==> config.mk <==
export PLATFORM = sky130hd
export DESIGN_NAME = setc_ctrl
export DESIGN_NICKNAME = d
export VERILOG_FILES = /design/src/setc_pkg.sv /design/src/setc_ctrl.sv
export SDC_FILE = /design/constraint.sdc
export NUM_CORES = 1
export LEC_CHECK = 0
export ABC_AREA = 1
export ABC_CLOCK_PERIOD_IN_PS = 1100
export BUFFER_PORTS_ARGS = -buffer_cell sky130_fd_sc_hd__buf_2
export CORE_AREA = 10 10 47 49
export DETAILED_ROUTE_END_ITERATION = 8
export DIE_AREA = 0 0 57 59
export HOLD_SLACK_MARGIN = 0.05
export SLEW_MARGIN = 40
export SYNTH_ARGS = -nofsm -noshare
export SYNTH_HDL_FRONTEND = slang
export SYNTH_SLANG_ARGS = --single-unit
==> constraint.sdc <==
create_clock -name aclk -period 1.1 [get_ports aclk]
set_clock_uncertainty 0.05 [all_clocks]
set_input_delay 0.11 -clock aclk [delete_from_list [all_inputs] [get_ports aclk]]
set_output_delay 0.11 -clock aclk [all_outputs]
set_load 0.02 [all_outputs]
==> src/setc_pkg.sv <==
// Shared types, constants and the gain table for the edge-trigger capture block.
// No dependencies; used by every module under src.
`default_nettype none

package setc_pkg;

    // Screen and converter geometry
    localparam int SAMPLE_BITS         = 12;
    localparam int SCREEN_WIDTH        = 128;
    localparam int SCREEN_HEIGHT       = 128;
    localparam int PIXELS_PER_DIVISION = 20;

    localparam int ROW_BITS    = $clog2(SCREEN_HEIGHT);
    localparam int PAIR_COUNT  = SCREEN_WIDTH / 2;
    localparam int PAIR_BITS   = $clog2(PAIR_COUNT);
    localparam int HALF_WIDTH  = SCREEN_WIDTH / 2;
    localparam int HALF_HEIGHT = SCREEN_HEIGHT / 2;

    // Unsigned Q0.16 gain, product and rounded magnitude widths
    localparam int GAIN_BITS  = 16;
    localparam int FRAC_BITS  = 16;
    localparam int PROD_BITS  = SAMPLE_BITS + GAIN_BITS;
    localparam int ROUND_BITS = PROD_BITS + 1 - FRAC_BITS;

    // Configuration port
    localparam int CFG_INDEX_BITS = 2;
    localparam int CFG_DATA_BITS  = 12;
    localparam int SCALE_BITS     = 3;

    localparam logic [CFG_INDEX_BITS-1:0] CFG_TRIGGER_FALLING = 2'd0;
    localparam logic [CFG_INDEX_BITS-1:0] CFG_VOLTS_SCALE     = 2'd1;
    localparam logic [CFG_INDEX_BITS-1:0] CFG_TRIGGER_LEVEL   = 2'd2;

    localparam logic [CFG_DATA_BITS-1:0] LEVEL_RESET = 12'd2048;

    // Request function codes
    localparam logic FUNC_STORE   = 1'b0;
    localparam logic FUNC_CAPTURE = 1'b1;

    // Volts-per-division selects
    localparam logic [SCALE_BITS-1:0] SCALE_0V1 = 3'd0;
    localparam logic [SCALE_BITS-1:0] SCALE_0V2 = 3'd1;
    localparam logic [SCALE_BITS-1:0] SCALE_0V5 = 3'd2;
    localparam logic [SCALE_BITS-1:0] SCALE_1V0 = 3'd3;

    // gain = round(3.3 * ppd / (2^bits * V/div) * 2^16), volts in tenths
    localparam longint unsigned GAIN_NUM   = 64'd33 * PIXELS_PER_DIVISION * 64'd131072;
    localparam longint unsigned FULL_SCALE = 64'd1 << SAMPLE_BITS;
    localparam longint unsigned GAIN_MAX   = (64'd1 << GAIN_BITS) - 64'd1;

    localparam longint unsigned GAIN_RAW_0V1 = (GAIN_NUM + FULL_SCALE * 1) / (2 * FULL_SCALE * 1);
    localparam longint unsigned GAIN_RAW_0V2 = (GAIN_NUM + FULL_SCALE * 2) / (2 * FULL_SCALE * 2);
    localparam longint unsigned GAIN_RAW_0V5 = (GAIN_NUM + FULL_SCALE * 5) / (2 * FULL_SCALE * 5);
    localparam longint unsigned GAIN_RAW_1V0 = (GAIN_NUM + FULL_SCALE * 10) / (2 * FULL_SCALE * 10);
    localparam longint unsigned GAIN_RAW_2V0 = (GAIN_NUM + FULL_SCALE * 20) / (2 * FULL_SCALE * 20);

    localparam logic [GAIN_BITS-1:0] GAIN_0V1 =
        (GAIN_RAW_0V1 > GAIN_MAX) ? GAIN_BITS'(GAIN_MAX) : GAIN_BITS'(GAIN_RAW_0V1);
    localparam logic [GAIN_BITS-1:0] GAIN_0V2 =
        (GAIN_RAW_0V2 > GAIN_MAX) ? GAIN_BITS'(GAIN_MAX) : GAIN_BITS'(GAIN_RAW_0V2);
    localparam logic [GAIN_BITS-1:0] GAIN_0V5 =
        (GAIN_RAW_0V5 > GAIN_MAX) ? GAIN_BITS'(GAIN_MAX) : GAIN_BITS'(GAIN_RAW_0V5);
    localparam logic [GAIN_BITS-1:0] GAIN_1V0 =
        (GAIN_RAW_1V0 > GAIN_MAX) ? GAIN_BITS'(GAIN_MAX) : GAIN_BITS'(GAIN_RAW_1V0);
    localparam logic [GAIN_BITS-1:0] GAIN_2V0 =
        (GAIN_RAW_2V0 > GAIN_MAX) ? GAIN_BITS'(GAIN_MAX) : GAIN_BITS'(GAIN_RAW_2V0);

    // Selects above the 1 V/div code use the 2 V/div gain
    function automatic logic [GAIN_BITS-1:0] gain_lookup(input logic [SCALE_BITS-1:0] sel);
        logic [GAIN_BITS-1:0] g;
        case (sel)
            SCALE_0V1: g = GAIN_0V1;
            SCALE_0V2: g = GAIN_0V2;
            SCALE_0V5: g = GAIN_0V5;
            SCALE_1V0: g = GAIN_1V0;
            default:   g = GAIN_2V0;
        endcase
        return g;
    endfunction

    typedef enum logic [2:0] {
        ST_IDLE,
        ST_SEARCH,
        ST_BASE,
        ST_ISSUE_A,
        ST_ISSUE_B,
        ST_WAIT
    } state_t;

    typedef struct packed {
        logic search_init;
        logic search_run;
        logic emit_init;
        logic read_first;
        logic read_second;
    } cmd_t;

    typedef struct packed {
        logic search_done;
        logic out_free;
        logic pair_done;
        logic last_pair;
    } status_t;

endpackage

`default_nettype wire

==> src/setc_ctrl.sv <==
// Capture sequencer: trigger search, base setup, then two store reads per result.
// Drives setc_pkg::cmd_t to the datapath and reads back setc_pkg::status_t.
`default_nettype none

module setc_ctrl (
    input  wire                aclk,
    input  wire                aresetn,
    input  wire                capture_req,
    input  setc_pkg::status_t  status,
    output setc_pkg::cmd_t     cmd,
    output logic               s_ready
);

    setc_pkg::state_t state_reg, state_next;

    always_comb begin
        state_next = state_reg;
        case (state_reg)
            setc_pkg::ST_IDLE: begin
                if (capture_req) begin
                    state_next = setc_pkg::ST_SEARCH;
                end
            end
            setc_pkg::ST_SEARCH: begin
                if (status.search_done) begin
                    state_next = setc_pkg::ST_BASE;
                end
            end
            setc_pkg::ST_BASE: begin
                state_next = setc_pkg::ST_ISSUE_A;
            end
            setc_pkg::ST_ISSUE_A: begin
                if (status.out_free) begin
                    state_next = setc_pkg::ST_ISSUE_B;
                end
            end
            setc_pkg::ST_ISSUE_B: begin
                state_next = setc_pkg::ST_WAIT;
            end
            setc_pkg::ST_WAIT: begin
                if (status.pair_done) begin
                    state_next = status.last_pair ? setc_pkg::ST_IDLE : setc_pkg::ST_ISSUE_A;
                end
            end
            default: begin
                state_next = setc_pkg::ST_IDLE;
            end
        endcase
    end

    always_comb begin
        cmd     = '0;
        s_ready = 1'b0;
        case (state_reg)
            setc_pkg::ST_IDLE: begin
                s_ready         = 1'b1;
                cmd.search_init = capture_req;
            end
            setc_pkg::ST_SEARCH: begin
                cmd.search_run = 1'b1;
            end
            setc_pkg::ST_BASE: begin
                cmd.emit_init = 1'b1;
            end
            setc_pkg::ST_ISSUE_A: begin
                // hold the pair back until the output register is empty
                cmd.read_first = status.out_free;
            end
            setc_pkg::ST_ISSUE_B: begin
                cmd.read_second = 1'b1;
            end
            default: begin
                cmd = '0;
            end
        endcase
    end

    always_ff @(posedge aclk) begin
        if (!aresetn) begin
            state_reg <= setc_pkg::ST_IDLE;
        end else begin
            state_reg <= state_next;
        end
    end

endmodule

`default_nettype wire

==> metrics.txt, run 1 <==
status finished, violations left; failing checks setup timing; fin nets 79; Slew @ Worst Pin 155 ps; setup repair after global routing missed its margin yes; # H-tree levels 1; final hold vios 0; initial antenna violation count 0; worst-path cell chain inv_2 > buf_4 > nor2_4 > buf_6; setup tns final -483 ps; final WL 792 µm; sequential area share after synthesis 0.210; NetSw 0.738 mW; Seq pwr share 0.173; critical path arrival 1030 ps; Clock Path Buffers 2; fmax 839 MHz; Req. time, crit path 940 ps; share of layout cells above drive strength 1 0.634; clock latency on the worst-skew pair 230 ps; FF-to-FF setup slack -40 ps; CP Launch Type flop; vias per inst 3.99; die area 3360 µm²; Routed WL per cell 9.10 µm; I/O Buffers 12; Inst Count DP 80; Via Count 347; Leak Pwr 0.282 nW; total clock buffers created by CTS 3; PwrDens 2940 nW/µm²; Design Area, Final 549 µm²; Synth Net Count 52; worst hold slack 286 ps; Util after Layout 0.392; syn_area_per_cell 6.37 µm²; Clk pwr share 0.117; row count 14; GRT Total Usage 0.0492; clock slew at reported path FFs 40 ps; Initial Utilization 0.204; Pint 0.879 mW; Finish-stage setup viols 9; vias in the first global route 323; cell count after synthesis 45; routability congestion estimate 0.689; Hold Crit Class in -> reg; Placement Cell Area 437 µm²; TritonRoute pass-1 iters 1; Critical Path End Type primary output; Maximum Capacitance Violations 0; Slew Viols, Final 0; switch share 0.456; WS Path Type reg -> out; n_diodes 0; Peak VDD IR 1.33 mV; Post-Syn Area 287 µm²; Synth cell types 20; Final period util 1.08; Slowest-stage cell, CP dfxtp_4; clock sink count 3; CP max stage delay 380 ps; detailed-route DRC error count 0; first-pass GRT wire length 1320 µm; core area 1400 µm²; Area Overhead vs Synth 91.7%; Die Wd 57 µm; combinational share of power 0.710; most frequent cells in the layout 10 x buf_4, 7 x nand2_1, 7 x nor2_1, 6 x buf_2, 6 x buf_6; Detail Route Antenna Nets 0; CTS tree done; Finished Layout Cells 87; grt total ovfl 0; YS warnings 0; largest net degree at the start of global routing 6; clk root buf clkbuf_4; #FFs+latches synth 3; Period minus WS final 1190 ps; I/O pins 13; initial DRC count 0; max reg flops 3; Relative slew margins 0.896; hpwl dp 627 µm; commonest non-fill, non-tap cell in the layout buf_4; Die Y 59 µm; Setup WS post-layout -92.4 ps; Crit Path Max Fanout 5
[synthesized netlist by cell type, drive strengths merged]
| library cell | instances | area (µm²) |
|---|---|---|
| nor2 | 10 | 47.6 |
| nand3 | 3 | 20.0 |
| o21ai | 1 | 5.00 |
| a21oi | 2 | 13.8 |
| nor3 | 2 | 15.0 |
| buf | 1 | 11.3 |
| inv | 8 | 30.0 |
| nand2 | 11 | 51.3 |
| clkinv | 2 | 20.0 |
| dfxtp | 3 | 60.1 |
| nand4 | 2 | 12.5 |
[power by group through the flow]
stage / Sequential (mW) / Combinational, mW / Clock (mW)
global route: 0.290 / 1.25 / 0.223
detailed placement: 0.251 / 0.915 / 0
global placement: 0.247 / 0.907 / 0
finish: 0.280 / 1.15 / 0.189
CTS: 0.278 / 1.11 / 0.198
floorplan: 0.224 / 0.654 / 0
[repair_timing]
item / 4_1_cts / 5_1_grt
endpoints found under the hold margin: 1 / 0
gates resized for setup: 16 / 5
hold buffers: 1 / 0
buffers inserted: 2 / 0
setup endpoints to repair: 9 / 9
pin swaps: 5 / 2
[final cells by class]
class | count | area, µm²
Tap cell | 16 | 20.0
Multi-Input combinational cell | 31 | 199
Timing Repair Buffer | 23 | 183
Clock buffer | 4 | 26.3
Sequential cell | 3 | 71.3
Fill cell | 160 | 852
Inverter | 10 | 50.0
[cells by family (layout without fill, tap and decap cells)]
| family | after synthesis | after routing | synth area share |
|---|---|---|---|
| AO/OA/AOI/OAI | 3 | 3 | 0.0655 |
| buffers and inverters | 11 | 37 | 0.214 |
| flip-flops | 3 | 3 | 0.210 |
| AND/OR/NAND/NOR | 28 | 28 | 0.511 |
[metrics by stage]
step                total power [mW]  setup WS, ps
detailed placement              1.17         -69.8
floorplan                      0.878         -5.24
global placement                1.15         -54.1
finish                          1.62         -92.4
CTS                             1.59          -121
global route                    1.77          -159
[worst max-delay path, delay by kind of cell (launching register included)]
kind	cells	cell delay, ps
buffers and inverters	3	330
and+or+nand+nor	1	90
DFF	1	380
[per-layer routing]
metal / up-vias / global-route usage / routed length [µm]
met5: - / 0 / 0
met4: 0 / 0.0101 / 0
met3: 0 / 0.0386 / 68
met2: 11 / 0.0775 / 351
met1: 147 / 0.0510 / 372
li1: 189 / - / -
[worst paths after layout]
| check | cells past startpoint | endpoint | from |
|---|---|---|---|
| min reg2reg | 3 | state_reg[2]$_SDFFE_PN0P_ | state_reg[2]$_SDFFE_PN0P_ |
| max | 4 | cmd[0] | state_reg[2]$_SDFFE_PN0P_ |
| max reg2reg | 7 | state_reg[2]$_SDFFE_PN0P_ | state_reg[2]$_SDFFE_PN0P_ |
| min | 6 | state_reg[1]$_SDFFE_PN0P_ | status[0] |
Power figures use the tool's default switching activity.
==> inputs of run 2 (changes only) <==
--- a/config.mk
+++ b/config.mk
@@ -11,6 +11,7 @@
 export CORE_AREA = 10 10 47 49
 export DETAILED_ROUTE_END_ITERATION = 8
 export DIE_AREA = 0 0 57 59
+export GPL_TIMING_DRIVEN = 0
 export HOLD_SLACK_MARGIN = 0.05
 export SLEW_MARGIN = 40
 export SYNTH_ARGS = -nofsm -noshare
==> run 2 against run 1 <==
The run still ends with setup timing left. Register-to-register slack is essentially flat. Sequential cell count unchanged. Setup slack gained 15 ps. First-iteration DRC count up 3. Maximum frequency grew 1.3%. Global-route usage barely moved. Power down 3.4%.
==> metrics.txt, run 2 (synthesis gave the netlist of run 1 again) <==
status finished, violations left; failing checks setup timing; largest net degree at the start of global routing 8; Critical Path End Type primary output; Setup WS post-layout -77.3 ps; switch share 0.482; commonest non-fill, non-tap cell in the layout buf_2; CP Launch Type flop; hpwl dp 601 µm; final WL 799 µm; fin nets 72; clock latency on the worst-skew pair 230 ps; NetSw 0.753 mW; clock sink count 3; Leak Pwr 0.251 nW; WS Path Type reg -> out; Pint 0.809 mW; Slew Viols, Final 0; critical path arrival 1020 ps; core area 1400 µm²; Maximum Capacitance Violations 0; Relative slew margins 0.885; Die Y 59 µm; Finish-stage setup viols 9; clk root buf clkbuf_4; critical path depth 4; vias in the first global route 333; Clock Path Buffers 2; row count 14; # H-tree levels 1; Via Count 328; combinational share of power 0.673; Util after Layout 0.368; CTS tree done; Placement Cell Area 388 µm²; initial antenna violation count 0; Hold Crit Class in -> reg; Crit path max-delay family flip-flops; cts hold-fix bufs 0; Inst Count DP 73; Seq pwr share 0.204; n_diodes 0; final hold vios 0; clock slew at reported path FFs 40 ps; Finished Layout Cells 80; initial DRC count 3; Clk pwr share 0.122; max reg flops 3; I/O Buffers 12; I/O pins 13; Routed WL per cell 9.99 µm; Req. time, crit path 940 ps; Design Area, Final 515 µm²; Slew @ Worst Pin 171 ps; share of layout cells above drive strength 1 0.656; cell depth of the worst flop-to-flop path 6; WP buf/inv 2; worst hold slack 58.1 ps; Slowest-stage cell, CP dfxtp_4; FF-to-FF setup slack -40 ps; detailed-route DRC error count 0; worst-path cell chain nor2_4 > inv_2 > nor2_4 > buf_6; die area 3360 µm²; worst hold path depth 3; Period minus WS final 1180 ps; grt total ovfl 0; CP most frequent cell nor2_4; Die Wd 57 µm; fillcell total 166; setup repair after global routing missed its margin yes; Peak VDD IR 1.22 mV; total clock buffers created by CTS 3; Final period util 1.07; vias per inst 4.10; PwrDens 3030 nW/µm²; Detail Route Antenna Nets 0; CP max stage delay 360 ps; TritonRoute pass-1 iters 2; Crit Path Max Fanout 3; first-pass GRT wire length 1330 µm; Area Overhead vs Synth 79.9%; GRT Total Usage 0.0489; Initial Utilization 0.204; fmax 849 MHz; routability congestion estimate 0.730
## run 2: worst reg2reg max path, cell delays in order, from the launching register on
cell and delay (ps):
dfxtp_4 360, nor2_4 140, buf_4 120, nand3_2 70, nand2_4 90, o21ai_1 90
a21oi_2 140
## run 2: worst paths after layout
check | from | to
worst min register to register | state_reg[2]$_SDFFE_PN0P_ | state_reg[2]$_SDFFE_PN0P_
worst min-delay path | aresetn | state_reg[2]$_SDFFE_PN0P_
worst max-delay path | state_reg[1]$_SDFFE_PN0P_ | cmd[0]
worst max register to register | state_reg[1]$_SDFFE_PN0P_ | state_reg[0]$_SDFFE_PN0P_
## run 2: layout make-up
| type | instances | area, µm² | area share |
|---|---|---|---|
| Inverter | 10 | 57.6 | 0.112 |
| Multi-Input combinational cell | 31 | 208 | 0.403 |
| Timing Repair Buffer | 16 | 133 | 0.257 |
| Sequential cell | 3 | 71.3 | 0.138 |
| Clock buffer | 4 | 26.3 | 0.0510 |
| Tap cell | 16 | 20.0 | 0.0388 |
## run 2: timing repair
item | in CTS | in global routing
gates resized for setup | 18 | 7
setup buffers | 4 | 0
pin swaps | 7 | 5
setup endpoints to repair | 9 | 9
## run 2: per-stage QoR
stage                     total power [mW]  setup slack [ps]  TNS (ps)
after floorplan                      0.878             -5.24     -7.89
after global placement                1.06             -71.6      -188
after detailed placement              1.07             -99.2      -267
after CTS                             1.53              -105      -568
after global routing                  1.70              -132      -978
final                                 1.56             -77.3      -430
## run 2: per-layer routing
metal	up-vias	global-route usage	wire length [µm]	part of all wire
li1	176	-	-	-
met1	141	0.0523	348	0.44
met2	11	0.0775	378	0.47
met3	0	0.0343	72	0.090
met4	0	0.0101	0	0
met5	-	0	0	0
## run 2: power by group through the flow
stage / Combinational, mW / Sequential, mW / Clock (mW)
2_1_floorplan: 0.654 / 0.224 / 0
3_5_place_dp: 0.830 / 0.237 / 0
4_1_cts: 1.03 / 0.301 / 0.199
5_1_grt: 1.15 / 0.335 / 0.213
6_report: 1.05 / 0.319 / 0.191
3_3_place_gp: 0.821 / 0.238 / 0
==> inputs of run 3 (changes only) <==
==> constraint.sdc (replaced) <==
create_clock -name aclk -period 1.1 [get_ports aclk]
set_clock_uncertainty 0.05 [all_clocks]
set_input_delay 0.11 -clock aclk [delete_from_list [all_inputs] [get_ports aclk]]
set_output_delay 0.11 -clock aclk [all_outputs]
set_load 0.1 [all_outputs]
==> run 3 against run 2 <==
The run still ends with setup timing left. Critical path depth increased by 1. Via count increased by 10%. Routed wire length grew 18%.
==> metrics.txt, run 3 (synthesis gave the netlist of run 1 again) <==
I/O Buffers 12; Period minus WS final 1330 ps; Area Overhead vs Synth 130%; Routed WL per cell 10.8 µm; Finish-stage setup viols 9; clock slew at reported path FFs 40 ps; Critical Path End Type primary output; CTS tree done; Die Y 59 µm; die area 3360 µm²; Hold Crit Class in -> reg; commonest non-fill, non-tap cell in the layout buf_4; final WL 946 µm; clock sink count 3; TritonRoute pass-1 iters 3; Via Count 362; final hold vios 0; WS Path Type reg -> out; Setup WS post-layout -232 ps; met1 WL 419 µm; Die Wd 57 µm; failing checks setup timing; grt total ovfl 0; Crit Path Max Fanout 7; Multi-input gate area 231 µm²; share of layout cells above drive strength 1 0.708; most frequent cells in the layout 10 x buf_4, 6 x nand2_1, 6 x buf_2, 6 x buf_12; CP Launch Type flop; clock latency on the worst-skew pair 230 ps; fmax 751 MHz; initial DRC count 4; status finished, violations left; core area 1400 µm²; GRT Total Usage 0.0562; fin nets 80; detailed-route DRC error count 0; setup repair after global routing missed its margin yes; Req. time, crit path 940 ps; metal2 WL 461 µm; largest net degree at the start of global routing 8; row count 14; Final period util 1.21; I/O pins 13; clk root buf clkbuf_4; Initial Utilization 0.204; Slew @ Worst Pin 195 ps; met3 WL 65 µm; max reg flops 3; initial antenna violation count 0; setup tns final -1720 ps; # H-tree levels 1; Relative slew margins 0.870; total clock buffers created by CTS 3; first-pass GRT wire length 1520 µm; vias per inst 4.11; Slew Viols, Final 0; routability congestion estimate 0.713; n_diodes 0; Sequential Area 67.6 µm²; Detail Route Antenna Nets 0; fillcell total 154; Clock Path Buffers 2; vias in the first global route 369; critical path arrival 1170 ps; Maximum Capacitance Violations 0; hpwl dp 618 µm; cts hold-fix bufs 0; Top Layer Used met3
[run 3: cell count changes in the layout (fill, tap and decap cells not counted), sizes merged]
cell,delta
buf,+8
clkinvlp,+2
inv,-2
[run 3: layout make-up]
class	count	area share
Tap cell	16	0.0304
Buffer	1	0.0171
Multi-Input combinational cell	31	0.352
Inverter	10	0.0989
Sequential cell	3	0.103
Timing Repair Buffer	23	0.359
Clock buffer	4	0.0399
[run 3: stage by stage]
step	util	cells	hold slack, ps	setup WS [ps]	instance area, µm²
after floorplan	-	45	171	-606	333
after global placement	0.295	73	291	-255	413
after detailed placement	0.295	73	294	-275	413
after CTS	0.434	85	54.6	-233	608
after global routing	0.470	88	54.1	-296	658
final	0.470	88	59.4	-232	658
[run 3: routing by layer]
metal | track usage | vias to the layer above
met5 | 0 | -
met4 | 0.0201 | 0
met3 | 0.0429 | 0
met2 | 0.0837 | 11
met1 | 0.0593 | 157
li1 | - | 194
[run 3: critical path, stage by stage (launching register included)]
cell and delay (ps):
dfxtp_1 300, buf_6 130, nor2_4 110, nand2_2 110
nor2_4 110, buf_12 180
[run 3: worst paths after layout]
kind / from / to / slack (ps) / cells past startpoint
setup / recovery: state_reg[0]$_SDFFE_PN0P_ / cmd[4] / -230 / 5
hold / removal: aresetn / state_reg[2]$_SDFFE_PN0P_ / 60 / 3
setup reg to reg: state_reg[0]$_SDFFE_PN0P_ / state_reg[1]$_SDFFE_PN0P_ / -190 / 9
hold reg to reg: state_reg[2]$_SDFFE_PN0P_ / state_reg[2]$_SDFFE_PN0P_ / 670 / 3
[run 3: timing repair]
item,4_1_cts,5_1_grt
setup endpoints to repair,9,9
setup buffers,8,3
pin swaps,1,5
resized for setup,31,8
Power of run 3 is left out: the tool's default activity adds up to more than one toggle a clock period on the data nets, which glitch-free logic cannot reach.
