File: config.mk
export PLATFORM = sky130hd
export DESIGN_NAME = setc_dpath
export DESIGN_NICKNAME = d
export VERILOG_FILES = /design/src/setc_pkg.sv /design/src/setc_dpath.sv
export SDC_FILE = /design/constraint.sdc
export NUM_CORES = 1
export LEC_CHECK = 0
export BUFFER_PORTS_ARGS = -buffer_cell sky130_fd_sc_hd__buf_4
export CAP_MARGIN = 20
export CORE_ASPECT_RATIO = 0.7
export CORE_MARGIN = 10
export CORE_UTILIZATION = 57
export CTS_CLUSTER_SIZE = 14
export DETAILED_ROUTE_END_ITERATION = 10
export GPL_TIMING_DRIVEN = 0
export PLACE_DENSITY = 0.73
export SKIP_LAST_GASP = 1
export SLEW_MARGIN = 15
export SYNTH_ARGS = -nofsm -noshare
export SYNTH_HDL_FRONTEND = slang
export SYNTH_SLANG_ARGS = --single-unit
File: constraint.sdc
create_clock -name aclk -period 14 [get_ports aclk]
set_input_delay 2.8 -clock aclk [delete_from_list [all_inputs] [get_ports aclk]]
set_output_delay 2.8 -clock aclk [all_outputs]
set_load 0.02 [all_outputs]
File: src/setc_pkg.sv
// Shared types, constants and the gain table for the edge-trigger capture block.
// No dependencies; used by every module under src.
`default_nettype none

package setc_pkg;

    // Screen and converter geometry
    localparam int SAMPLE_BITS         = 12;
    localparam int SCREEN_WIDTH        = 128;
    localparam int SCREEN_HEIGHT       = 128;
    localparam int PIXELS_PER_DIVISION = 20;

    localparam int ROW_BITS    = $clog2(SCREEN_HEIGHT);
    localparam int PAIR_COUNT  = SCREEN_WIDTH / 2;
    localparam int PAIR_BITS   = $clog2(PAIR_COUNT);
    localparam int HALF_WIDTH  = SCREEN_WIDTH / 2;
    localparam int HALF_HEIGHT = SCREEN_HEIGHT / 2;

    // Unsigned Q0.16 gain, product and rounded magnitude widths
    localparam int GAIN_BITS  = 16;
    localparam int FRAC_BITS  = 16;
    localparam int PROD_BITS  = SAMPLE_BITS + GAIN_BITS;
    localparam int ROUND_BITS = PROD_BITS + 1 - FRAC_BITS;

    // Configuration port
    localparam int CFG_INDEX_BITS = 2;
    localparam int CFG_DATA_BITS  = 12;
    localparam int SCALE_BITS     = 3;

    localparam logic [CFG_INDEX_BITS-1:0] CFG_TRIGGER_FALLING = 2'd0;
    localparam logic [CFG_INDEX_BITS-1:0] CFG_VOLTS_SCALE     = 2'd1;
    localparam logic [CFG_INDEX_BITS-1:0] CFG_TRIGGER_LEVEL   = 2'd2;

    localparam logic [CFG_DATA_BITS-1:0] LEVEL_RESET = 12'd2048;

    // Request function codes
    localparam logic FUNC_STORE   = 1'b0;
    localparam logic FUNC_CAPTURE = 1'b1;

    // Volts-per-division selects
    localparam logic [SCALE_BITS-1:0] SCALE_0V1 = 3'd0;
    localparam logic [SCALE_BITS-1:0] SCALE_0V2 = 3'd1;
    localparam logic [SCALE_BITS-1:0] SCALE_0V5 = 3'd2;
    localparam logic [SCALE_BITS-1:0] SCALE_1V0 = 3'd3;

    // gain = round(3.3 * ppd / (2^bits * V/div) * 2^16), volts in tenths
    localparam longint unsigned GAIN_NUM   = 64'd33 * PIXELS_PER_DIVISION * 64'd131072;
    localparam longint unsigned FULL_SCALE = 64'd1 << SAMPLE_BITS;
    localparam longint unsigned GAIN_MAX   = (64'd1 << GAIN_BITS) - 64'd1;

    localparam longint unsigned GAIN_RAW_0V1 = (GAIN_NUM + FULL_SCALE * 1) / (2 * FULL_SCALE * 1);
    localparam longint unsigned GAIN_RAW_0V2 = (GAIN_NUM + FULL_SCALE * 2) / (2 * FULL_SCALE * 2);
    localparam longint unsigned GAIN_RAW_0V5 = (GAIN_NUM + FULL_SCALE * 5) / (2 * FULL_SCALE * 5);
    localparam longint unsigned GAIN_RAW_1V0 = (GAIN_NUM + FULL_SCALE * 10) / (2 * FULL_SCALE * 10);
    localparam longint unsigned GAIN_RAW_2V0 = (GAIN_NUM + FULL_SCALE * 20) / (2 * FULL_SCALE * 20);

    localparam logic [GAIN_BITS-1:0] GAIN_0V1 =
        (GAIN_RAW_0V1 > GAIN_MAX) ? GAIN_BITS'(GAIN_MAX) : GAIN_BITS'(GAIN_RAW_0V1);
    localparam logic [GAIN_BITS-1:0] GAIN_0V2 =
        (GAIN_RAW_0V2 > GAIN_MAX) ? GAIN_BITS'(GAIN_MAX) : GAIN_BITS'(GAIN_RAW_0V2);
    localparam logic [GAIN_BITS-1:0] GAIN_0V5 =
        (GAIN_RAW_0V5 > GAIN_MAX) ? GAIN_BITS'(GAIN_MAX) : GAIN_BITS'(GAIN_RAW_0V5);
    localparam logic [GAIN_BITS-1:0] GAIN_1V0 =
        (GAIN_RAW_1V0 > GAIN_MAX) ? GAIN_BITS'(GAIN_MAX) : GAIN_BITS'(GAIN_RAW_1V0);
    localparam logic [GAIN_BITS-1:0] GAIN_2V0 =
        (GAIN_RAW_2V0 > GAIN_MAX) ? GAIN_BITS'(GAIN_MAX) : GAIN_BITS'(GAIN_RAW_2V0);

    // Selects above the 1 V/div code use the 2 V/div gain
    function automatic logic [GAIN_BITS-1:0] gain_lookup(input logic [SCALE_BITS-1:0] sel);
        logic [GAIN_BITS-1:0] g;
        case (sel)
            SCALE_0V1: g = GAIN_0V1;
            SCALE_0V2: g = GAIN_0V2;
            SCALE_0V5: g = GAIN_0V5;
            SCALE_1V0: g = GAIN_1V0;
            default:   g = GAIN_2V0;
        endcase
        return g;
    endfunction

    typedef enum logic [2:0] {
        ST_IDLE,
        ST_SEARCH,
        ST_BASE,
        ST_ISSUE_A,
        ST_ISSUE_B,
        ST_WAIT
    } state_t;

    typedef struct packed {
        logic search_init;
        logic search_run;
        logic emit_init;
        logic read_first;
        logic read_second;
    } cmd_t;

    typedef struct packed {
        logic search_done;
        logic out_free;
        logic pair_done;
        logic last_pair;
    } status_t;

endpackage

`default_nettype wire

File: src/setc_dpath.sv
// Datapath: config registers, store addressing, trigger compare, row scaling
// pipeline and output register. Uses setc_pkg; reads the store through its rd_* ports.
`default_nettype none

module setc_dpath #(
    parameter int BUFFER_DEPTH = 2048
) (
    input  wire                                    aclk,
    input  wire                                    aresetn,
    input  wire                                    cfg_valid,
    input  wire  [setc_pkg::CFG_INDEX_BITS-1:0]    cfg_index,
    input  wire  [setc_pkg::CFG_DATA_BITS-1:0]     cfg_data,
    input  setc_pkg::cmd_t                         cmd,
    output setc_pkg::status_t                      status,
    input  wire  [$clog2(BUFFER_DEPTH)-1:0]        wr_ptr,
    output logic                                   rd_en,
    output logic [$clog2(BUFFER_DEPTH)-1:0]        rd_addr,
    input  wire  [setc_pkg::SAMPLE_BITS-1:0]       rd_data,
    input  wire                                    m_ready,
    output logic                                   m_valid,
    output logic [setc_pkg::PAIR_BITS-1:0]         m_pair_index,
    output logic [setc_pkg::ROW_BITS-1:0]          m_y_first,
    output logic [setc_pkg::ROW_BITS-1:0]          m_y_second,
    output logic                                   m_last
);

    localparam int AW          = $clog2(BUFFER_DEPTH);
    localparam int SB          = setc_pkg::SAMPLE_BITS;
    localparam int RB          = setc_pkg::ROW_BITS;
    localparam int PB          = setc_pkg::PAIR_BITS;
    localparam int HALF_DEPTH  = BUFFER_DEPTH / 2;
    localparam int ISSUE_BITS  = $clog2(HALF_DEPTH + 2);
    localparam int CHECK_BITS  = $clog2(HALF_DEPTH + 1);
    localparam int PROD_BITS   = setc_pkg::PROD_BITS;
    localparam int ROUND_BITS  = setc_pkg::ROUND_BITS;
    localparam int HW          = setc_pkg::HALF_WIDTH;

    localparam logic [PROD_BITS:0]    ROUND_HALF = (PROD_BITS + 1)'(1) << (setc_pkg::FRAC_BITS - 1);
    localparam logic [ROUND_BITS-1:0] POS_LIMIT  = ROUND_BITS'(setc_pkg::HALF_HEIGHT);
    localparam logic [ROUND_BITS-1:0] NEG_LIMIT  =
        ROUND_BITS'(setc_pkg::SCREEN_HEIGHT - 1 - setc_pkg::HALF_HEIGHT);
    localparam logic [RB-1:0] ROW_MID = RB'(setc_pkg::HALF_HEIGHT);
    localparam logic [RB-1:0] ROW_TOP = RB'(setc_pkg::SCREEN_HEIGHT - 1);

    // Configuration
    logic                             falling_reg, falling_next;
    logic [setc_pkg::SCALE_BITS-1:0]  scale_reg, scale_next;
    logic [SB-1:0]                    level_reg, level_next;

    // Search state
    logic [AW-1:0]         addr_reg, addr_next;
    logic [AW-1:0]         start_reg;
    logic [ISSUE_BITS-1:0] issue_cnt_reg, issue_cnt_next;
    logic [CHECK_BITS-1:0] check_cnt_reg, check_cnt_next;
    logic                  srch_v_reg;
    logic [AW-1:0]         srch_addr_reg;
    logic                  have_cur_reg, have_cur_next;
    logic [SB-1:0]         cur_data_reg;
    logic [AW-1:0]         cur_addr_reg;
    logic                  found_reg, found_next;
    logic [AW-1:0]         trig_reg;

    // Row pipeline
    logic                  e1_v_reg, e1_second_reg;
    logic                  e2_v_reg, e2_second_reg, e2_neg_reg;
    logic [PROD_BITS-1:0]  prod_reg;
    logic                  e3_v_reg, e3_second_reg;
    logic [RB-1:0]         row_reg;
    logic [RB-1:0]         first_hold_reg;

    // Output
    logic [PB-1:0]         pair_reg, pair_next;
    logic                  m_valid_reg, m_valid_next;
    logic [PB-1:0]         m_pair_reg;
    logic [RB-1:0]         m_y_first_reg, m_y_second_reg;
    logic                  m_last_reg;

    logic                  srch_issue, emit_issue, search_done, pair_load, hit, check_ok;
    logic [AW-1:0]         start_calc, base_calc, trig_sel, addr_dec, addr_inc;
    logic [SB:0]           diff;
    logic                  diff_neg;
    logic [SB-1:0]         mag;
    logic [PROD_BITS:0]    rounded;
    logic [ROUND_BITS-1:0] rnd;
    logic [RB-1:0]         row_calc;

    // ---------------- configuration ----------------
    always_comb begin
        falling_next = falling_reg;
        scale_next   = scale_reg;
        level_next   = level_reg;
        if (cfg_valid) begin
            case (cfg_index)
                setc_pkg::CFG_TRIGGER_FALLING: falling_next = cfg_data[0];
                setc_pkg::CFG_VOLTS_SCALE:     scale_next   = cfg_data[setc_pkg::SCALE_BITS-1:0];
                setc_pkg::CFG_TRIGGER_LEVEL:   level_next   = cfg_data[SB-1:0];
                default: begin
                    falling_next = falling_reg;
                end
            endcase
        end
    end

    // ---------------- addressing ----------------
    always_comb begin
        if (wr_ptr >= AW'(HW)) begin
            start_calc = wr_ptr - AW'(HW);
        end else begin
            start_calc = wr_ptr + AW'(BUFFER_DEPTH - HW);
        end
        trig_sel = found_reg ? trig_reg : start_reg;
        if (trig_sel >= AW'(HW)) begin
            base_calc = trig_sel - AW'(HW);
        end else begin
            base_calc = trig_sel + AW'(BUFFER_DEPTH - HW);
        end
        addr_dec = (addr_reg == '0) ? AW'(BUFFER_DEPTH - 1) : addr_reg - 1'b1;
        addr_inc = (addr_reg == AW'(BUFFER_DEPTH - 1)) ? '0 : addr_reg + 1'b1;
    end

    assign search_done = found_reg || (check_cnt_reg == CHECK_BITS'(HALF_DEPTH));
    assign srch_issue  = cmd.search_run && !found_reg &&
                         (issue_cnt_reg != ISSUE_BITS'(HALF_DEPTH + 1));
    assign emit_issue  = cmd.read_first || cmd.read_second;
    assign rd_en       = srch_issue || emit_issue;
    assign rd_addr     = addr_reg;

    always_comb begin
        addr_next      = addr_reg;
        issue_cnt_next = issue_cnt_reg;
        if (cmd.search_init) begin
            addr_next      = start_calc;
            issue_cnt_next = '0;
        end else if (cmd.emit_init) begin
            addr_next = base_calc;
        end else if (srch_issue) begin
            addr_next      = addr_dec;
            issue_cnt_next = issue_cnt_reg + 1'b1;
        end else if (emit_issue) begin
            addr_next = addr_inc;
        end
    end

    // ---------------- trigger compare ----------------
    // Data now arriving is the sample just older than cur_data_reg.
    always_comb begin
        if (falling_reg) begin
            hit = (cur_data_reg <= level_reg) && (rd_data > level_reg);
        end else begin
            hit = (cur_data_reg >= level_reg) && (rd_data < level_reg);
        end
        check_ok = srch_v_reg && have_cur_reg && !search_done;
    end

    always_comb begin
        check_cnt_next = check_cnt_reg;
        have_cur_next  = have_cur_reg;
        found_next     = found_reg;
        if (cmd.search_init) begin
            check_cnt_next = '0;
            have_cur_next  = 1'b0;
            found_next     = 1'b0;
        end else if (srch_v_reg) begin
            have_cur_next = 1'b1;
            if (check_ok) begin
                check_cnt_next = check_cnt_reg + 1'b1;
                found_next     = hit;
            end
        end
    end

    // ---------------- row scaling ----------------
    always_comb begin
        diff     = {1'b0, rd_data} - {1'b0, level_reg};
        diff_neg = diff[SB];
        mag      = diff_neg ? SB'(-diff) : diff[SB-1:0];
        rounded  = (PROD_BITS + 1)'(prod_reg) + ROUND_HALF;
        rnd      = rounded[PROD_BITS:setc_pkg::FRAC_BITS];
        if (!e2_neg_reg) begin
            row_calc = (rnd > POS_LIMIT) ? '0 : ROW_MID - rnd[RB-1:0];
        end else begin
            row_calc = (rnd > NEG_LIMIT) ? ROW_TOP : ROW_MID + rnd[RB-1:0];
        end
    end

    // ---------------- output ----------------
    assign pair_load = e3_v_reg && e3_second_reg;

    always_comb begin
        pair_next    = pair_reg;
        m_valid_next = m_valid_reg;
        if (cmd.emit_init) begin
            pair_next = '0;
        end else if (pair_load) begin
            pair_next = pair_reg + 1'b1;
        end
        if (pair_load) begin
            m_valid_next = 1'b1;
        end else if (m_ready) begin
            m_valid_next = 1'b0;
        end
    end

    // ---------------- registers ----------------
    always_ff @(posedge aclk) begin
        if (!aresetn) begin
            falling_reg   <= 1'b0;
            scale_reg     <= setc_pkg::SCALE_0V1;
            level_reg     <= setc_pkg::LEVEL_RESET[SB-1:0];
            issue_cnt_reg <= '0;
            check_cnt_reg <= '0;
            srch_v_reg    <= 1'b0;
            have_cur_reg  <= 1'b0;
            found_reg     <= 1'b0;
            e1_v_reg      <= 1'b0;
            e2_v_reg      <= 1'b0;
            e3_v_reg      <= 1'b0;
            pair_reg      <= '0;
            m_valid_reg   <= 1'b0;
        end else begin
            falling_reg   <= falling_next;
            scale_reg     <= scale_next;
            level_reg     <= level_next;
            issue_cnt_reg <= issue_cnt_next;
            check_cnt_reg <= check_cnt_next;
            srch_v_reg    <= srch_issue;
            have_cur_reg  <= have_cur_next;
            found_reg     <= found_next;
            e1_v_reg      <= emit_issue;
            e2_v_reg      <= e1_v_reg;
            e3_v_reg      <= e2_v_reg;
            pair_reg      <= pair_next;
            m_valid_reg   <= m_valid_next;
        end
    end

    always_ff @(posedge aclk) begin
        addr_reg      <= addr_next;
        srch_addr_reg <= addr_reg;
        e1_second_reg <= cmd.read_second;
        e2_second_reg <= e1_second_reg;
        e3_second_reg <= e2_second_reg;
        if (cmd.search_init) begin
            start_reg <= start_calc;
        end
        if (srch_v_reg) begin
            cur_data_reg <= rd_data;
            cur_addr_reg <= srch_addr_reg;
        end
        if (check_ok && hit) begin
            trig_reg <= cur_addr_reg;
        end
        if (e1_v_reg) begin
            prod_reg   <= PROD_BITS'(mag) * PROD_BITS'(setc_pkg::gain_lookup(scale_reg));
            e2_neg_reg <= diff_neg;
        end
        if (e2_v_reg) begin
            row_reg <= row_calc;
        end
        if (e3_v_reg && !e3_second_reg) begin
            first_hold_reg <= row_reg;
        end
        if (pair_load) begin
            m_pair_reg     <= pair_reg;
            m_y_first_reg  <= first_hold_reg;
            m_y_second_reg <= row_reg;
            m_last_reg     <= (pair_reg == PB'(setc_pkg::PAIR_COUNT - 1));
        end
    end

    assign status.search_done = search_done;
    assign status.out_free    = !m_valid_reg;
    assign status.pair_done   = pair_load;
    assign status.last_pair   = (pair_reg == PB'(setc_pkg::PAIR_COUNT - 1));

    assign m_valid      = m_valid_reg;
    assign m_pair_index = m_pair_reg;
    assign m_y_first    = m_y_first_reg;
    assign m_y_second   = m_y_second_reg;
    assign m_last       = m_last_reg;

`ifndef SYNTHESIS
    // a finished pair must never land on a result still waiting
    a_no_overwrite: assert property (@(posedge aclk) disable iff (!aresetn)
        pair_load |-> !m_valid_reg)
        else $error("pair loaded over a pending result");

    // search and emit never share the read port
    a_read_port: assert property (@(posedge aclk) disable iff (!aresetn)
        !(srch_issue && emit_issue))
        else $error("search and emit read in the same cycle");

    // a trigger is only found from a returned search read with a newer sample held
    a_found_source: assert property (@(posedge aclk) disable iff (!aresetn)
        $rose(found_reg) |-> $past(srch_v_reg && have_cur_reg))
        else $error("trigger found without search data");

    // results only go out after the search has finished
    a_emit_after_search: assert property (@(posedge aclk) disable iff (!aresetn)
        emit_issue |-> search_done)
        else $error("emit read before search completion");
`endif

endmodule

`default_nettype wire

==> qor.txt <==
fin cells - 1501
post-DP HPWL - 20300 um
Core ar. - 19700 um^2
Tightest Pin Transition - 0.870 ns
ratio of final minimum period to clock period - 0.748
Final TNS setup - 0 ns
GRT overflow - 0
WS Path Type - primary input to flop
first-pass GRT wire length - 41500 um
Longest Clk Path Bufs - 2
WP data arrival - 10.65 ns
DP Worst Slack - 3.21 ns
status - finished, final reports clean
Post-synth EDFFs - 105
Rows - 43
most common cell after layout, fill and taps aside - inv_1
# IOs - 84
DR iter-0 viols - 746
Synth Area per Inst - 10.2 um^2
remaining antenna violation count after routing - 0
Main synth FF type - edfxtp_1
Initial Util - 0.578
Area Overhead vs Synth - 13.7%
commonest non-fill, non-tap cells in the layout - inv_1 (140), edfxtp_1 (105), ha_1 (99)
Die H - 138 um
Avg WL per Cell - 17.0 um
vias post-DR - 8381
Via density - 5.58
gpl congestion - 0.922
cts hold-fix bufs - 0
number of max-cap violations - 0
die width - 189 um
Yosys Warn Count - 0
final worst setup slack - 3.53 ns
post-detailed-route DRC marker count - 0
met3 Usage GRT - 0.0477
H-tree levels - 4
Worst EP required - 14.19 ns
Post-CTS Setup Repair Bufs - 0
# resized after CTS - 0
max reg flops - 13
share of layout cells above drive strength 1 - 0.114
CTS sink cnt - 170
Max Clock Freq - 0.0955 GHz
startpoint types - primary input
Hold Vio Cnt, Final - 0
maximum vdd drop - 0.214 mV
Post-Place Cell Area - 12400 um^2
Final Cell Area - 13000 um^2
vias in the first global route - 7968
TritonCTS buffer count - 17
mapped cell area - 11400 um^2
Hold Crit Class - flop to flop
Cells after DPL - 1469
sequential area share after synthesis - 0.390
Rel. slew slack - 0.419
Overall Global Routing Usage - 0.195
initial antenna violation count - 0
Yosys cell types - 68
Synth Instances - 1115
skew final - 0.00835 ns
CTS tree - yes
die area - 26200 um^2
Net Count, Synth - 1329
number of diodes - 0
RSZ-0062 raised after global routing - false
Port Buffers - 83
post-layout min period - 10.47 ns
largest net degree at the start of global routing - 26
met1 Use GR - 0.303
Final #Nets - 1432
clk slew on worst S/H paths - 0.06 ns
CP max FO - 10
GR Util met2 - 0.269
number of setup violations in the final report - 0
Routed Wire Length - 25500 um
DRT Pass-1 Iters - 7
clock root cell - clkbuf_16
async set-or-reset flop fraction in the synthesized netlist - 0
global route hottest layer - met1
PD cells - 185 nW/um^2
FILL cells - 1621
worst skew pair latency - 0.43 ns
Setup crit end kind - flop
Slew Viols, Final - 0
P_leak - 5.59 nW
Synth Register Bits - 170
[path summary, 6_finish.rpt]
kind	slack (ns)	startpoint	cells after the start	to
min reg2reg	0.33	e1_second_reg	0	e2_second_reg
max reg2reg	5.64	level_reg[4]	27	prod_reg[27]
min	0.33	e1_second_reg	0	e2_second_reg
max	3.53	rd_data[4]	27	prod_reg[27]
[critical path, stage by stage]
cell       delay (ns)
buf_4            0.12
ha_1             0.37
a21o_2           0.27
a2111oi_2        0.39
a21oi_1          0.13
or2_4            0.29
a221oi_4         0.50
buf_6            0.22
o41ai_1          0.11
xor2_1           0.56
nand2b_1         0.20
fa_1             0.43
fa_1             0.51
inv_1            0.06
fa_1             0.53
fa_1             0.56
inv_1            0.06
fa_1             0.53
inv_1            0.04
ha_1             0.21
or4_1            0.49
a21oi_1          0.29
nor3_1           0.16
o21ai_0          0.27
nand2b_1         0.13
a21o_1           0.22
a21o_1           0.18
[Yosys cell counts (all sizes together), types with 3 or more instances]
| cell | number | area (um^2) |
|---|---|---|
| nand4 | 19 | 119 |
| or2 | 7 | 46.3 |
| nand3b | 4 | 30.0 |
| o21ai | 46 | 230 |
| o41ai | 3 | 26.3 |
| dfxtp | 65 | 1300 |
| nand2 | 97 | 364 |
| or4 | 3 | 26.3 |
| buf | 4 | 30.0 |
| nor3 | 22 | 110 |
| a41o | 3 | 30.0 |
| or3 | 20 | 129 |
| nor3b | 6 | 45.0 |
| and2 | 29 | 181 |
| a21o | 20 | 151 |
| mux2 | 4 | 45.0 |
| nand3 | 25 | 125 |
| a21oi | 43 | 215 |
| o2111ai | 3 | 26.3 |
| nor4 | 3 | 18.8 |
| clkbuf | 23 | 86.3 |
| o21a | 6 | 45.0 |
| nor2 | 70 | 263 |
| a221oi | 4 | 52.6 |
| a211oi | 7 | 52.6 |
| a311oi | 5 | 50.0 |
| mux2i | 16 | 160 |
| a21boi | 14 | 105 |
| nand2b | 16 | 100 |
| o211ai | 5 | 37.5 |
| ha | 99 | 1240 |
| and3 | 7 | 43.8 |
| inv | 140 | 526 |
| fa | 69 | 1380 |
| nor2b | 14 | 90.1 |
| a31oi | 5 | 31.3 |
| xor2 | 30 | 263 |
| edfxtp | 105 | 3150 |
| xnor2 | 34 | 313 |
[power breakdown]
part	leakage, nW	internal, mW	total, mW	switching (mW)
Sequential	1.53	0.630	0.669	0.0387
Combinational	3.78	0.547	1.27	0.720
Clock	0.289	0.267	0.468	0.201
Total	5.59	1.44	2.40	0.960
[per-stage QoR]
stage          hold WS, ns   util  power [mW]
2_1_floorplan        0.310      -        1.64
3_3_place_gp         0.311  0.627        1.90
3_5_place_dp         0.313  0.628        1.94
4_1_cts              0.328  0.658        2.42
5_1_grt              0.336  0.658        2.63
6_report             0.328  0.658        2.40
[final cells by class]
| cell class | instances | area [um^2] | area share |
|---|---|---|---|
| Tap cell | 270 | 338 | 0.0260 |
| Sequential cell | 170 | 4450 | 0.343 |
| Clock buffer | 17 | 425 | 0.0327 |
| Buffer | 27 | 116 | 0.00896 |
| Clock inverter | 15 | 169 | 0.0130 |
| Timing Repair Buffer | 84 | 638 | 0.0491 |
| Multi-Input combinational cell | 778 | 6330 | 0.487 |
| Inverter | 140 | 526 | 0.0404 |
[per-layer routing]
metal | wire [um] | share of wire
met5 | 0 | 0
met3 | 1920 | 0.075
met2 | 10800 | 0.42
met1 | 12600 | 0.50
met4 | 172 | 0.0067
[logic make-up (layout without fill, tap and decap cells)]
kind of cell,count (synthesis),in the layout,share of synthesized area
XOR/XNOR,64,64,0.0504
buffers and inverters,167,283,0.0562
adder cells (fa/ha/maj),168,168,0.229
AND/OR/NAND/NOR,349,349,0.153
multiplexers,20,20,0.0180
AO/OA/AOI/OAI,177,177,0.103
flip-flops,170,170,0.390
(Power assumes the default switching activity.)
